==> src/rtl/double_ended_queue_with_search_defines.svh <==
// Assertion macros for the deque RTL.
`ifndef DOUBLE_ENDED_QUEUE_WITH_SEARCH_DEFINES_SVH
`define DOUBLE_ENDED_QUEUE_WITH_SEARCH_DEFINES_SVH

`ifndef SYNTHESIS
// Same-cycle implication, disabled during reset.
`define DEQ_ASSERT_IMPL(label, clk, rst, ante, cons, msg) \
   label: assert property (@(posedge clk) disable iff (rst) (ante) |-> (cons)) \
      else $error(msg);
// Next-cycle implication, disabled during reset.
`define DEQ_ASSERT_NEXT(label, clk, rst, ante, cons, msg) \
   label: assert property (@(posedge clk) disable iff (rst) (ante) |=> (cons)) \
      else $error(msg);
`else
`define DEQ_ASSERT_IMPL(label, clk, rst, ante, cons, msg)
`define DEQ_ASSERT_NEXT(label, clk, rst, ante, cons, msg)
`endif

`endif

==> src/rtl/deq_pkg.sv <==
// Package with types and constants of the deque with search.
package deq_pkg;

   localparam int DEPTH_DEFAULT = 16;

   localparam logic [2:0] OP_PUSH_FRONT = 3'd0;
   localparam logic [2:0] OP_PUSH_BACK  = 3'd1;
   localparam logic [2:0] OP_POP_FRONT  = 3'd2;
   localparam logic [2:0] OP_POP_BACK   = 3'd3;
   localparam logic [2:0] OP_FIND       = 3'd4;
   localparam logic [2:0] OP_READ       = 3'd5;

   localparam logic [1:0] STATUS_OK    = 2'd0;
   localparam logic [1:0] STATUS_FULL  = 2'd1;
   localparam logic [1:0] STATUS_EMPTY = 2'd2;
   localparam logic [1:0] STATUS_MISS  = 2'd3;

   localparam logic signed [31:0] DATA_NEG_ONE = -32'sd1;

   typedef enum logic [1:0] {
      ST_IDLE,
      ST_EXEC,
      ST_WAIT,
      ST_SCAN
   } state_type;

   typedef struct packed {
      logic [2:0]         opcode;
      logic signed [31:0] value;
      logic [3:0]         position;
   } req_type;

   typedef struct packed {
      logic signed [31:0] data;
      logic [1:0]         status;
      logic [3:0]         found_position;
      logic [4:0]         count;
   } rsp_type;

endpackage

==> src/rtl/double_ended_queue_with_search.sv <==
// Top level of the deque with search: sequencer, entry memory, result register.
//
// Usage:
//   The request channel (req_valid, req_stall, req_payload) carries one
//   operation: push front/back, pop front/back, find a value, or read the
//   entry at a position counted from the front. Every request yields
//   exactly one result on the response channel (rsp_valid, rsp_stall,
//   rsp_payload) with data, status, match position and the entry count
//   after the operation.
//   Timing: a request is taken while the sequencer is idle and worked on
//   alone. Push and the failing cases load their result from the execute
//   step; pop and read go through the memory's registered read port and
//   load it from the wait step. Find walks the entries from the front at
//   one memory read per cycle, up to count reads. The next request is taken
//   in the cycle after a result is loaded.
//   Reset clears the front pointer and the count; the memory needs no
//   clearing since only occupied entries are read.
//   A stalled result holds in the output register while the block takes
//   the next request; that request's result waits until the register frees.
module double_ended_queue_with_search #(
   parameter int DEPTH = deq_pkg::DEPTH_DEFAULT,
   localparam int PW = $clog2(DEPTH)
) (
   input  logic             clock,
   input  logic             reset,
   input  logic             req_valid,
   output logic             req_stall,
   input  deq_pkg::req_type req_payload,
   output logic             rsp_valid,
   input  logic             rsp_stall,
   output deq_pkg::rsp_type rsp_payload
);

   logic             out_free;
   logic             rsp_load;
   deq_pkg::rsp_type rsp_result;
   logic             wr_en;
   logic [PW-1:0]    wr_addr;
   logic [31:0]      wr_data;
   logic             rd_en;
   logic [PW-1:0]    rd_addr;
   logic [31:0]      rd_data;

   logic             rsp_valid_ff, rsp_valid_in;
   deq_pkg::rsp_type rsp_payload_ff;

   // the output register is free when empty or being drained this cycle
   assign out_free = !rsp_valid_ff || !rsp_stall;

   deq_ctrl #(
      .DEPTH(DEPTH)
   ) u_ctrl (
      .clock      (clock),
      .reset      (reset),
      .req_valid  (req_valid),
      .req_stall  (req_stall),
      .req_payload(req_payload),
      .out_free   (out_free),
      .rsp_load   (rsp_load),
      .rsp_result (rsp_result),
      .wr_en      (wr_en),
      .wr_addr    (wr_addr),
      .wr_data    (wr_data),
      .rd_en      (rd_en),
      .rd_addr    (rd_addr),
      .rd_data    (rd_data)
   );

   deq_ram #(
      .DEPTH(DEPTH)
   ) u_ram (
      .clock  (clock),
      .wr_en  (wr_en),
      .wr_addr(wr_addr),
      .wr_data(wr_data),
      .rd_en  (rd_en),
      .rd_addr(rd_addr),
      .rd_data(rd_data)
   );

   // hold the result while the receiver stalls, drop it once taken
   always_comb begin
      if (rsp_load) begin
         rsp_valid_in = 1'b1;
      end else begin
         rsp_valid_in = rsp_valid_ff && rsp_stall;
      end
   end

   always_ff @(posedge clock) begin
      if (reset) begin
         rsp_valid_ff <= 1'b0;
      end else begin
         rsp_valid_ff <= rsp_valid_in;
      end
   end

   always_ff @(posedge clock) begin
      if (rsp_load) begin
         rsp_payload_ff <= rsp_result;
      end
   end

   assign rsp_valid   = rsp_valid_ff;
   assign rsp_payload = rsp_payload_ff;

endmodule

==> src/rtl/deq_ram.sv <==
// Single-port-write, single-port-read entry memory with registered read data.
module deq_ram #(
   parameter int DEPTH = deq_pkg::DEPTH_DEFAULT,
   localparam int AW = $clog2(DEPTH)
) (
   input  logic          clock,
   input  logic          wr_en,
   input  logic [AW-1:0] wr_addr,
   input  logic [31:0]   wr_data,
   input  logic          rd_en,
   input  logic [AW-1:0] rd_addr,
   output logic [31:0]   rd_data
);

   logic [31:0] mem [DEPTH];
   logic [31:0] rd_data_ff;

   always_ff @(posedge clock) begin
      if (wr_en) begin
         mem[wr_addr] <= wr_data;
      end
   end

   // hold read data until the next read
   always_ff @(posedge clock) begin
      if (rd_en) begin
         rd_data_ff <= mem[rd_addr];
      end
   end

   assign rd_data = rd_data_ff;

endmodule

==> src/rtl/deq_ctrl.sv <==
// Sequencer of the deque: ring pointers, memory accesses and result forming.
`include "double_ended_queue_with_search_defines.svh"
module deq_ctrl #(
   parameter int DEPTH = deq_pkg::DEPTH_DEFAULT,
   localparam int PW = $clog2(DEPTH),
   localparam int CW = $clog2(DEPTH + 1)
) (
   input  logic             clock,
   input  logic             reset,
   input  logic             req_valid,
   output logic             req_stall,
   input  deq_pkg::req_type req_payload,
   input  logic             out_free,
   output logic             rsp_load,
   output deq_pkg::rsp_type rsp_result,
   output logic             wr_en,
   output logic [PW-1:0]    wr_addr,
   output logic [31:0]      wr_data,
   output logic             rd_en,
   output logic [PW-1:0]    rd_addr,
   input  logic [31:0]      rd_data
);

   localparam logic [PW:0]   DEPTH_W  = (PW + 1)'(DEPTH);
   localparam logic [PW-1:0] DEPTH_M1 = PW'(DEPTH - 1);
   localparam logic [CW-1:0] DEPTH_C  = CW'(DEPTH);

   deq_pkg::state_type state_ff, state_in;
   logic [PW-1:0]      front_ff, front_in;
   logic [CW-1:0]      count_ff, count_in;
   logic [PW-1:0]      idx_ff, idx_in;
   logic [2:0]         op_ff;
   logic signed [31:0] value_ff;
   logic [3:0]         pos_ff;

   logic [PW-1:0]      front_dec;
   logic [PW-1:0]      front_inc;
   logic               is_full;
   logic               is_empty;
   logic               pos_ok;
   logic               scan_last;
   logic [PW+3:0]      pos_wide;
   logic [PW+3:0]      cnt_wide;
   logic [PW:0]        idx_next_wide;
   logic signed [31:0] res_data;
   logic [1:0]         res_status;
   logic [3:0]         res_fpos;

   function automatic logic [PW-1:0] slot_of(input logic [PW-1:0] front,
                                             input logic [PW-1:0] off);
      logic [PW:0] sum;
      sum = {1'b0, front} + {1'b0, off};
      if (sum >= DEPTH_W) begin
         sum = sum - DEPTH_W;
      end
      return sum[PW-1:0];
   endfunction

   assign front_dec     = (front_ff == '0) ? DEPTH_M1 : front_ff - 1'b1;
   assign front_inc     = (front_ff == DEPTH_M1) ? '0 : front_ff + 1'b1;
   assign is_full       = (count_ff == DEPTH_C);
   assign is_empty      = (count_ff == '0);
   assign pos_wide      = (PW + 4)'(pos_ff);
   assign cnt_wide      = (PW + 4)'(count_ff);
   assign pos_ok        = (pos_wide < cnt_wide);
   assign idx_next_wide = {1'b0, idx_ff} + 1'b1;
   assign scan_last     = (idx_next_wide == (PW + 1)'(count_ff));

   always_ff @(posedge clock) begin
      if (reset) begin
         state_ff <= deq_pkg::ST_IDLE;
         front_ff <= '0;
         count_ff <= '0;
         idx_ff   <= '0;
      end else begin
         state_ff <= state_in;
         front_ff <= front_in;
         count_ff <= count_in;
         idx_ff   <= idx_in;
      end
   end

   // capture the request on accept
   always_ff @(posedge clock) begin
      if (state_ff == deq_pkg::ST_IDLE && req_valid) begin
         op_ff    <= req_payload.opcode;
         value_ff <= req_payload.value;
         pos_ff   <= req_payload.position;
      end
   end

   always_comb begin
      state_in   = state_ff;
      front_in   = front_ff;
      count_in   = count_ff;
      idx_in     = idx_ff;
      req_stall  = 1'b1;
      wr_en      = 1'b0;
      wr_addr    = front_ff;
      wr_data    = value_ff;
      rd_en      = 1'b0;
      rd_addr    = front_ff;
      rsp_load   = 1'b0;
      res_data   = '0;
      res_status = deq_pkg::STATUS_OK;
      res_fpos   = '0;
      unique case (state_ff)
         deq_pkg::ST_IDLE: begin
            req_stall = 1'b0;
            if (req_valid) begin
               state_in = deq_pkg::ST_EXEC;
            end
         end
         deq_pkg::ST_EXEC: begin
            unique case (op_ff)
               deq_pkg::OP_PUSH_FRONT, deq_pkg::OP_PUSH_BACK: begin
                  if (out_free) begin
                     rsp_load = 1'b1;
                     state_in = deq_pkg::ST_IDLE;
                     if (is_full) begin
                        res_data   = deq_pkg::DATA_NEG_ONE;
                        res_status = deq_pkg::STATUS_FULL;
                     end else begin
                        wr_en    = 1'b1;
                        count_in = count_ff + 1'b1;
                        if (op_ff == deq_pkg::OP_PUSH_FRONT) begin
                           front_in = front_dec;
                           wr_addr  = front_dec;
                        end else begin
                           wr_addr = slot_of(front_ff, PW'(count_ff));
                        end
                     end
                  end
               end
               deq_pkg::OP_POP_FRONT, deq_pkg::OP_POP_BACK: begin
                  if (is_empty) begin
                     if (out_free) begin
                        rsp_load   = 1'b1;
                        state_in   = deq_pkg::ST_IDLE;
                        res_data   = deq_pkg::DATA_NEG_ONE;
                        res_status = deq_pkg::STATUS_EMPTY;
                     end
                  end else begin
                     rd_en    = 1'b1;
                     state_in = deq_pkg::ST_WAIT;
                     if (op_ff == deq_pkg::OP_POP_BACK) begin
                        rd_addr = slot_of(front_ff, PW'(count_ff - 1'b1));
                     end
                  end
               end
               deq_pkg::OP_FIND: begin
                  if (is_empty) begin
                     if (out_free) begin
                        rsp_load   = 1'b1;
                        state_in   = deq_pkg::ST_IDLE;
                        res_data   = deq_pkg::DATA_NEG_ONE;
                        res_status = deq_pkg::STATUS_MISS;
                     end
                  end else begin
                     rd_en    = 1'b1;
                     idx_in   = '0;
                     state_in = deq_pkg::ST_SCAN;
                  end
               end
               deq_pkg::OP_READ: begin
                  if (pos_ok) begin
                     rd_en    = 1'b1;
                     rd_addr  = slot_of(front_ff, PW'(pos_ff));
                     state_in = deq_pkg::ST_WAIT;
                  end else if (out_free) begin
                     rsp_load   = 1'b1;
                     state_in   = deq_pkg::ST_IDLE;
                     res_data   = deq_pkg::DATA_NEG_ONE;
                     res_status = deq_pkg::STATUS_MISS;
                  end
               end
               default: begin
                  // unused opcodes: answer ok, leave the store alone
                  if (out_free) begin
                     rsp_load = 1'b1;
                     state_in = deq_pkg::ST_IDLE;
                  end
               end
            endcase
         end
         deq_pkg::ST_WAIT: begin
            if (out_free) begin
               rsp_load = 1'b1;
               state_in = deq_pkg::ST_IDLE;
               res_data = rd_data;
               if (op_ff == deq_pkg::OP_POP_FRONT) begin
                  front_in = front_inc;
                  count_in = count_ff - 1'b1;
               end else if (op_ff == deq_pkg::OP_POP_BACK) begin
                  count_in = count_ff - 1'b1;
               end
            end
         end
         deq_pkg::ST_SCAN: begin
            if (rd_data == value_ff) begin
               if (out_free) begin
                  rsp_load = 1'b1;
                  state_in = deq_pkg::ST_IDLE;
                  res_data = value_ff;
                  res_fpos = 4'(idx_ff);
               end
            end else if (scan_last) begin
               if (out_free) begin
                  rsp_load   = 1'b1;
                  state_in   = deq_pkg::ST_IDLE;
                  res_data   = deq_pkg::DATA_NEG_ONE;
                  res_status = deq_pkg::STATUS_MISS;
               end
            end else begin
               // advance to the next entry from the front
               rd_en   = 1'b1;
               idx_in  = idx_ff + 1'b1;
               rd_addr = slot_of(front_ff, idx_ff + 1'b1);
            end
         end
         default: begin
            state_in = deq_pkg::ST_IDLE;
         end
      endcase
   end

   assign rsp_result.data           = res_data;
   assign rsp_result.status         = res_status;
   assign rsp_result.found_position = res_fpos;
   assign rsp_result.count          = 5'(count_in);

   `DEQ_ASSERT_IMPL(a_count_bound, clock, reset, 1'b1, count_ff <= DEPTH_C, "count above depth")
   `DEQ_ASSERT_IMPL(a_load_free, clock, reset, rsp_load, out_free, "result loaded while busy")
   `DEQ_ASSERT_NEXT(a_idle_count, clock, reset, state_ff == deq_pkg::ST_IDLE, $stable(count_ff), "count moved on accept")
   `DEQ_ASSERT_IMPL(a_scan_range, clock, reset, state_ff == deq_pkg::ST_SCAN, (PW + 1)'(idx_ff) < (PW + 1)'(count_ff), "scan index past count")

endmodule
==> config.mk <==
export PLATFORM = sky130hd
export DESIGN_NAME = double_ended_queue_with_search
export DESIGN_NICKNAME = d
export VERILOG_FILES = /design/src/rtl/deq_pkg.sv /design/src/rtl/double_ended_queue_with_search.sv /design/src/rtl/deq_ram.sv /design/src/rtl/deq_ctrl.sv
export VERILOG_INCLUDE_DIRS = /design/src /design/src/rtl
export SDC_FILE = /design/constraint.sdc
export NUM_CORES = 1
export LEC_CHECK = 0
export ABC_AREA = 1
export BUFFER_PORTS_ARGS = -buffer_cell sky130_fd_sc_hd__buf_4
export CORE_AREA = 2 2 261 263
export CTS_CLUSTER_SIZE = 8
export DETAILED_ROUTE_END_ITERATION = 6
export DIE_AREA = 0 0 263 265
export SKIP_CTS_REPAIR_TIMING = 1
export SYNTH_ARGS = -nofsm -noshare
export SYNTH_HDL_FRONTEND = slang
export SYNTH_SLANG_ARGS = --single-unit
==> constraint.sdc <==
create_clock -name clock -period 5.8 [get_ports clock]
set_input_delay 1.16 -clock clock [delete_from_list [all_inputs] [get_ports clock]]
set_output_delay 1.16 -clock clock [all_outputs]
set_load 0.02 [all_outputs]
Yosys cells after proc, flatten, opt, wreduce, memory -nomap -nowiden

Memories as Yosys holds them, arrays and structs flattened. A register that Yosys moved wholly into a read port is not among the register bits.
Index checks and enable logic that the tools add are counted.

Register bits: 98
RAM bits: 512
Output and inout bits: 45
Memories kept: 1

Memories:

| name      | words | bits a word | rd ports | clocked after Yosys merged registers in | write ports | RTL line      | source |
|---|---|---|---|---|---|---|---|
| u_ram.mem | 16    | 32          | 1        | 1                                       | 1           | deq_ram.sv:15 | `logic [31:0] mem [DEPTH];` |

Add/sub/neg operators: 14
Order comparisons: 5
Eq/ne operators: 24
Multiplexer cells: 89
Reductions and logical operators: 18

Operators with widths:

| operator                                                            | count |
|---|---|
| 32-bit 2-to-1 mux                                                   | 9 |
| 32-bit one-hot mux with 3 select lines                              | 2 |
| 4-bit 2-to-1 mux                                                    | 26 |
| 32-bit == test                                                      | 1 |
| 4-bit one-hot mux with 2 select lines                               | 4 |
| 2-bit 2-to-1 mux                                                    | 15 |
| 5-bit 2-to-1 mux                                                    | 6 |
| 4-bit by 4-bit adder with 5-bit output                              | 4 |
| 5-bit greater-or-equal comparator (second input constant)           | 4 |
| 4-bit by 1-bit subtractor with 4-bit output (second input constant) | 5 |
| 1-bit 2-to-1 mux                                                    | 18 |
| 2-bit one-hot mux with 4 select lines                               | 2 |
| 2-bit != test (second input constant)                               | 7 |
| 5-bit one-hot mux with 2 select lines                               | 1 |
| 4-bit by 1-bit adder with 4-bit output (second input constant)      | 2 |
| 2-bit by 1-bit != test with 1-bit output (second input constant)    | 4 |
| 7-bit AND reduction                                                 | 1 |
| 3-bit by 2-bit == test with 1-bit output (second input constant)    | 2 |
| 3-bit == test (second input constant)                               | 2 |
| 1-bit one-hot mux with 2 select lines                               | 3 |
| 2-bit one-hot mux with 3 select lines                               | 1 |
| 4-bit by 1-bit adder with 5-bit output (second input constant)      | 1 |
| 5-bit by 1-bit adder with 5-bit output (second input constant)      | 1 |
| 5-bit == test                                                       | 1 |
| other kinds (23)                                                    | 28 |

Longest topological paths before layout

Gate-level depths: netlist of run 1.

Depth in word-level cells: 8
Gate-level depth with buffers: 21
Gate-level depth less buffers: 19

Modules after synthesis

A second synthesis of run 1 with hierarchy kept.

Cell total of the unflattened synthesis: 2884
Area total of the unflattened synthesis: 29374.4 sq um

Modules (own cells, without submodules):

| module                         | times used | cells each | area an instance (sq um) | sequential area each (sq um) |
|---|---|---|---|---|
| deq_ram                        | 1          | 2120       | 23064.6                  | 16335.7 |
| deq_ctrl                       | 1          | 717        | 4979.8                   | 1471.4 |
| double_ended_queue_with_search | 1          | 47         | 1330.0                   | 1311.3 |

Worst setup path before layout of run 1

OpenSTA, ideal clock, no wires.

Path type: input to register
Start: input rsp_stall
End: register rsp_payload_ff (netlist bit rsp_payload[0]), enable pin
Setup time: 0.459 ns
Arrival: 3.954 ns
Required time: 5.341 ns
Slack: 1.387 ns
Stages: 5
Buffers on the path: 0
Path through: nand2_1 clkinv_1 nor2_1 a41oi_1 a21oi_1

Cells in the longest elaborated chain, start to end: 6
Elaborated cells between the ends (all ways): 9
Classes of those cells: mux: 7; reduce/logical: 2

RTL lines:

| item                                                                      | RTL line                                          | source |
|---|---|---|
| start: declaration                                                        | double_ended_queue_with_search.sv:30              | `input logic rsp_stall,` |
| 1-bit logical NOT *                                                       | double_ended_queue_with_search.sv:48              | `assign out_free = !rsp_valid_ff \|\| !rsp_stall;` |
| 1-bit logical OR *                                                        | double_ended_queue_with_search.sv:48              |  |
| 1-bit 2-to-1 mux *                                                        | n/a                                               |  |
| 1-bit 2-to-1 mux, on equally long branches                                | deq_ctrl.sv:166, deq_ctrl.sv:136, deq_ctrl.sv:207 |  |
| 1-bit one-hot mux with 2 select lines or 1-bit 2-to-1 mux (tied branches) | deq_ctrl.sv:115, deq_ctrl.sv:200                  |  |
| 1-bit one-hot mux with 3 select lines *                                   | deq_ctrl.sv:107                                   | `unique case (state_ff)` |
| named net rsp_load                                                        | double_ended_queue_with_search.sv:35              | `logic rsp_load;` |
| end signal: assignment                                                    | double_ended_queue_with_search.sv:100             | `rsp_payload_ff <= rsp_result;` |
| end: declaration                                                          | double_ended_queue_with_search.sv:45              | `deq_pkg::rsp_type rsp_payload_ff;` |

Mark *: on every way through the listed nets, which the timed path passes. The rest lies on a longest branch.
A chain may end at the register's enable or synchronous reset.

Final worst setup path of run 1

Start: register u_ctrl.value_ff[0], in the netlist u_ctrl.wr_data[0]
End: register u_ram.rd_data_ff[23], in the netlist u_ram.rd_data[23] (read register of u_ram.mem), data pin

Cells in the longest elaborated chain, start to end: 3
Elaborated cells between the ends (all ways): 5
Classes of those cells: eq/ne: 1; mux: 4

RTL lines:

| item                                                                                           | RTL line        | source |
|---|---|---|
| start: declaration                                                                             | deq_ctrl.sv:33  | `logic signed [31:0] value_ff;` |
| start signal: assignment                                                                       | deq_ctrl.sv:87  | `value_ff <= req_payload.value;` |
| 32-bit == test *                                                                               | deq_ctrl.sv:200 | `if (rd_data == value_ff) begin` |
| 4-bit 2-to-1 mux or 1-bit 2-to-1 mux (tied branches)                                           | deq_ctrl.sv:200 |  |
| 4-bit one-hot mux with 2 select lines or 1-bit one-hot mux with 2 select lines (tied branches) | deq_ctrl.sv:107 |  |
| end: declaration                                                                               | deq_ram.sv:16   | `logic [31:0] rd_data_ff;` |

Every way passes the cells marked *; elsewhere a longest branch is shown, timed or not.

==> results of run 1 <==
==> cell usage after synthesis <==
library cell / instances / share of area
a211oi_1: 6 / 0.0015
a21boi_2: 1 / 0.00038
a21oi_1: 23 / 0.0039
a311oi_1: 1 / 0.00029
a31o_2: 1 / 0.00029
a31oi_1: 36 / 0.0076
a32oi_1: 1 / 0.00029
a41oi_1: 1 / 0.00029
and2_1: 3 / 0.00063
buf_1: 5 / 0.00063
buf_2: 62 / 0.010
buf_4: 18 / 0.0045
buf_6: 12 / 0.0045
clkbuf_1: 60 / 0.0076
clkinv_1: 1 / 0.00013
dfxtp_1: 16 / 0.011
edfxtp_1: 626 / 0.63
fa_1: 4 / 0.0027
ha_1: 27 / 0.011
inv_1: 538 / 0.068
inv_2: 13 / 0.0016
nand2_1: 468 / 0.059
nand2_2: 6 / 0.0013
nand2_4: 1 / 0.00038
nand3_1: 619 / 0.10
nand3_2: 3 / 0.0010
nand3b_1: 66 / 0.017
nand4_1: 40 / 0.0084
nor2_1: 91 / 0.011
nor2_2: 5 / 0.0011
nor3_1: 3 / 0.00050
o211ai_1: 3 / 0.00076
o21ai_0: 59 / 0.0099
o21ai_1: 4 / 0.00067
o221ai_1: 1 / 0.00029
o22a_1: 1 / 0.00029
o31ai_1: 1 / 0.00025
or2_2: 3 / 0.00063
xnor2_1: 40 / 0.012
xor2_1: 7 / 0.0021
==> per-layer routing <==
metal,wire (µm),GRT usage
met1,35700,0.330
met2,40000,0.398
met3,6500,0.0377
met4,2390,0.0857
met5,0,0
==> flip-flops by register name (all words and copies together) (netlist names) <==
| signal | cells |
|---|---|
| u_ram.rd_data | 32 |
| rsp_valid | 1 |
| u_ctrl.op_ff | 3 |
| u_ctrl.state_ff | 2 |
| u_ctrl.count_ff | 5 |
| u_ctrl.front_ff | 4 |
| u_ctrl.pos_ff | 4 |
| u_ctrl.wr_data | 32 |
| u_ram.mem | 512 |
| u_ctrl.idx_ff | 4 |
| rsp_payload | 43 |
==> layout make-up <==
cell class,count,area [µm²]
Antenna cell,1,2.50
Fill cell,5925,32900
Sequential cell,642,19100
Clock inverter,7,81.3
Inverter,552,2070
Clock buffer,97,2300
Tap cell,873,1090
Timing Repair Buffer,152,1290
Multi-Input combinational cell,1525,7960
==> worst reg2reg max path: cells and delay by family, from the launching register on <==
kind	cells	cell delay, ns
xor+xnor	1	0.60
buf+inv	1	0.47
flops	1	0.66
simple gates	13	2.55
==> cell families (layout without fill, tap and decap cells) <==
kind of cell	count (synthesis)	after routing
compound gates	139	139
xor+xnor	47	47
simple gates	1308	1308
other cells	0	1
flops	642	642
buf+inv	709	808
fa+ha+maj	31	31
==> through the flow <==
stage,cell area (µm²),setup slack (ns)
floorplan,29700,1.39
global placement,31500,1.18
detailed placement,31500,1.08
CTS,33900,1.47
global route,33900,1.08
finish,33900,1.29
==> where the power goes <==
part           total [mW]  internal [mW]  leakage (nW)  switching [mW]
Clock                4.64           2.76          1.17            1.88
Sequential           5.37           5.26          5.83           0.110
Combinational        2.05          0.591          6.89            1.46
Total                12.1           8.61          13.9            3.45
==> how the worst max path moves through the flow <==
stage | from | end | slack [ns]
final | u_ctrl.wr_data[0] | u_ram.rd_data[23] | 1.29
after global routing | u_ctrl.count_ff[3] | u_ram.rd_data[23] | 1.08
after CTS | u_ctrl.count_ff[3] | u_ram.rd_data[23] | 1.47
after detailed placement | rsp_stall | u_ram.mem[2][22] | 1.08
after global placement | rsp_stall | u_ram.mem[6][20] | 1.18
after floorplan | rsp_stall | rsp_payload[0] | 1.39
==> impl_metrics.env, run 1 <==
export IMPL_hold_path_class="flop to flop"
export IMPL_crit_family="simple AND/OR/NAND/NOR gates"
export IMPL_tns_ns=0
export IMPL_synth_xor_xnor_area_share=0.0138
export IMPL_path_buf_inv=1
export IMPL_drt_iter0_drc=2224
export IMPL_cts_sink_count=642
export IMPL_muxShareOfSynthArea=0
export IMPL_wl_per_cell_um=22.0
export IMPL_grt_pass1_wl_um=128000
export IMPL_cts_tree="yes"
export IMPL_drv_slew=0
export IMPL_clk_latency_ns=0.64
export IMPL_cts_root_buf="clkbuf_16"
export IMPL_slowest_stage="edfxtp_1"
export IMPL_nNetsFinal=3037
export IMPL_ys_ff_latch=642
export IMPL_timing_rr_start="u_ctrl.wr_data[0]"
export IMPL_tightest_slew_ns=1.19
export IMPL_fp_row_count=95
export IMPL_start_util=0.445
export IMPL_hpwl_um=48000
export IMPL_r2r_slack_ns=1.29
export IMPL_final_util=0.508
export IMPL_stdcell_count=3849
export IMPL_rsz0062_at_grt="no"
export IMPL_maxSlewHeadroom=0.205
export IMPL_finalPower_mw=12.1
export IMPL_yosysWarnings=0
export IMPL_yosys_area_share_simple=0.205
export IMPL_hold_depth=2
export IMPL_synth_compound_area_frac=0.0267
export IMPL_rr_endpoint="u_ram.rd_data[23]"
export IMPL_setup_viol=0
export IMPL_worst_setup_path_type="flop to flop"
export IMPL_finalClockSkew_ns=0.0315
export IMPL_dp_cells=3744
export IMPL_finalCriticalPeriod_ns=4.51
export IMPL_hold_ws_ns=0.531
export IMPL_syn_num_nets=2950
export IMPL_status="completed"
export IMPL_io_pins=88
export IMPL_worst_path_stages=15
export IMPL_mostFrequentLayoutCells="edfxtp_1, nand3_1, inv_1"
export IMPL_wl_um=84600
export IMPL_synth_avg_cell_area_um2=10.3
export IMPL_place_port_buffers=87
export IMPL_routed_via_density=5.46
export IMPL_power_density_nw_per_um2=356
export IMPL_ant_nets=0
export IMPL_dr_pass1_iters=6
export IMPL_worst_path_max_fanout=149
export IMPL_grt_max_degree=153
export IMPL_critPathRequiredTime_ns=6.16
export IMPL_path_cells="xnor2_1 > nand2_1 > nor2_1 > nand2_1 > nor2_1 > nand2_1 > nand2_1 > nand3_1 > nand2_8 > buf_12 > nand3_1 > nand3_1 > nand3_1 > nand3_1 > nand2_1"
export IMPL_hold_violations=0
export IMPL_cts_buffers=90
export IMPL_htreeDepth=3
export IMPL_die_x_um=263
export IMPL_min_from="u_ctrl.state_ff[1]"
export IMPL_period_share=0.778
export IMPL_synth_area_um2=29700
export IMPL_gp_congestion=0.902
export IMPL_peakVddDrop_uv=232
export IMPL_drc=0
export IMPL_gr_total_overflow=0
export IMPL_synth_cells=2876
export IMPL_cap_violations=0
export IMPL_core_region_area_um2=66800
export IMPL_final_layout_size_suffix_gt1_frac=0.105
export IMPL_yosysSeqAreaShare=0.643
export IMPL_synthAdderAreaFrac=0.0141
export IMPL_track_usage=0.243
export IMPL_final_common_cell="edfxtp_1"
export IMPL_max_freq_mhz=222
export IMPL_clkSlewWorstSetupHoldPaths_ns=0.05
export IMPL_synth_top_family_by_area="simple AND/OR/NAND/NOR gates"
export IMPL_worstRegToRegCells=15
export IMPL_cp_arrival_ns=4.87
export IMPL_end_kind="flop"
export IMPL_holdPathEnd="u_ctrl.state_ff[1]"
export IMPL_synth_cell_types=40
export IMPL_syn_to_final_growth_pct=14.0
export IMPL_first_global_vias=20600
export IMPL_fp_dieH_um=265
export IMPL_start_kind="flop"
export IMPL_die_area_um2=69700
export IMPL_slowest_delay_ns=0.66
export IMPL_antenna_found_initial=1
export IMPL_clock_path_buffers=3
export IMPL_leakagePower_nw=13.9
export IMPL_vias=21000
Power figures use the tool's default switching activity.
==> run 2: changes to the inputs <==
clock period = 4.4 ns   (was 5.8 ns; I/O delays follow)
==> run 2 against run 1 <==
  * Global-route usage rose by 0.28 points
  * Sequential cell count did not move
  * Hold slack got worse by 0.11 ns
  * Wire length rose by 1.6%
  * Die area did not move
==> impl_metrics.env, run 2 (synthesized netlist as in run 1, its figures left out) <==
export IMPL_status="completed"
export IMPL_cts_tree="yes"
export IMPL_ant_nets=0
export IMPL_hold_violations=0
export IMPL_worst_path_max_fanout=60
export IMPL_period_share=0.868
export IMPL_tns_ns=0
export IMPL_place_area_um2=32000
export IMPL_r2r_slack_ns=0.58
export IMPL_clock_path_buffers=3
export IMPL_top_register="u_ram.mem"
export IMPL_dp_cells=3768
export IMPL_critPathRequiredTime_ns=4.77
export IMPL_cts_sink_count=642
export IMPL_crit_family="simple AND/OR/NAND/NOR gates"
export IMPL_io_pins=88
export IMPL_mostFrequentLayoutCells="edfxtp_1, nand3_1, inv_1"
export IMPL_tightest_slew_ns=1.21
export IMPL_path_buf_inv=1
export IMPL_core_region_area_um2=66800
export IMPL_stdcell_count=3880
export IMPL_first_global_vias=20600
export IMPL_dr_pass1_iters=6
export IMPL_final_common_cell="edfxtp_1"
export IMPL_max_freq_mhz=262
export IMPL_n_fill_cell=5913
export IMPL_path_cells="xnor2_1 > nand2_1 > nor2_1 > nand2_1 > nor2_1 > nand2_1 > nand2_2 > nor2_1 > nand2_1 > nand3_4 > buf_12 > nand3_1 > nand3_1 > nand3_1 > nand2_1"
export IMPL_cts_buffers=90
export IMPL_fp_row_count=95
export IMPL_path_common_cell="nand2_1"
export IMPL_fp_dieH_um=265
export IMPL_routed_via_density=5.49
export IMPL_vias=21300
export IMPL_worstSetupStartpoint="u_ctrl.wr_data[1]"
export IMPL_critPathCapture="u_ram.rd_data[17]"
export IMPL_worst_path_stages=15
export IMPL_die_x_um=263
export IMPL_rr_endpoint="u_ram.rd_data[17]"
export IMPL_diodes=0
export IMPL_cp_arrival_ns=4.19
export IMPL_grt_max_degree=193
export IMPL_end_kind="flop"
export IMPL_design_area_um2=34400
export IMPL_power_density_nw_per_um2=466
export IMPL_worstRegToRegCells=15
export IMPL_finalCriticalPeriod_ns=3.82
export IMPL_nNetsFinal=3061
export IMPL_finalClockSkew_ns=0.0230
export IMPL_cap_violations=0
export IMPL_peakVddDrop_uv=245
export IMPL_drt_iter0_drc=2434
export IMPL_rsz0062_at_grt="no"
export IMPL_htreeDepth=3
export IMPL_final_layout_size_suffix_gt1_frac=0.112
export IMPL_timing_rr_start="u_ctrl.wr_data[1]"
export IMPL_start_util=0.445
export IMPL_hpwl_um=46100
export IMPL_hold_depth=1
export IMPL_largest_reg_flops=512
export IMPL_syn_to_final_growth_pct=15.7
export IMPL_drc=0
export IMPL_leakagePower_nw=14.1
export IMPL_drv_slew=0
export IMPL_place_port_buffers=87
export IMPL_hold_path_class="primary input to flop"
export IMPL_gp_congestion=0.884
export IMPL_worst_setup_path_type="flop to flop"
export IMPL_clk_latency_ns=0.64
export IMPL_slowest_stage="edfxtp_1"
export IMPL_clkSlewWorstSetupHoldPaths_ns=0.06
export IMPL_antenna_found_initial=2
export IMPL_die_area_um2=69700
export IMPL_gr_total_overflow=0
export IMPL_wl_um=85900
export IMPL_cts_root_buf="clkbuf_16"
export IMPL_slowest_delay_ns=0.46
export IMPL_start_kind="flop"
export IMPL_setup_viol=0
export IMPL_maxSlewHeadroom=0.192
export IMPL_grt_pass1_wl_um=128000
export IMPL_track_usage=0.246
export IMPL_wl_per_cell_um=22.2
-- run 2: cell count changes in the layout (fill, tap and decap cells not counted) --
cell / previous run / this run
clkinv_16: 1 / 0
diode_2: 1 / 0
clkbuf_8: 0 / 1
buf_4: 140 / 144
inv_16: 0 / 2
inv_6: 3 / 1
clkbuf_1: 6 / 14
clkbuf_16: 91 / 92
buf_12: 12 / 32
clkinv_1: 2 / 1
-- run 2: area by class of cell --
cell class | count | area, µm² | area share
flip-flops and latches | 642 | 19100 | 0.556
multi-input cells | 1525 | 7960 | 0.231
clock buffers | 107 | 2370 | 0.0689
inverters | 552 | 2070 | 0.0602
repair buffers | 176 | 1720 | 0.0500
well taps | 873 | 1090 | 0.0318
clock inverters | 5 | 70.1 | 0.00204
-- run 2: worst min path at each step --
stage                             startpoint                 end
after floorplan           u_ctrl.state_ff[1]  u_ctrl.state_ff[1]
after global placement    u_ctrl.state_ff[1]  u_ctrl.state_ff[1]
after detailed placement  u_ctrl.state_ff[1]  u_ctrl.state_ff[1]
after CTS                     req_payload[0]    u_ctrl.pos_ff[0]
after global routing          req_payload[0]    u_ctrl.pos_ff[0]
final                         req_payload[0]    u_ctrl.pos_ff[0]
-- run 2: through the flow --
step | hold slack, ns | setup WS, ns | util | total power [mW]
after floorplan | 0.477 | 0.267 | - | 8.95
after global placement | 0.497 | 0.635 | 0.478 | 9.89
after detailed placement | 0.518 | 0.636 | 0.478 | 9.92
after CTS | 0.386 | 0.650 | 0.515 | 16.1
after global routing | 0.401 | 0.404 | 0.515 | 16.6
final | 0.418 | 0.580 | 0.515 | 16.0
-- run 2: routing by layer --
| layer | vias up | routed length [µm] | track usage |
|---|---|---|---|
| met5 | - | 13 | 0 |
| met2 | 1035 | 40700 | 0.402 |
| li1 | 9827 | - | - |
| met3 | 183 | 7100 | 0.0401 |
| met4 | 2 | 3120 | 0.108 |
| met1 | 10300 | 35000 | 0.325 |
-- run 2: power by group --
part / internal [mW] / switching [mW]
clock network: 3.72 / 2.46
logic: 0.874 / 1.93
registers: 6.93 / 0.107
total: 11.5 / 4.50
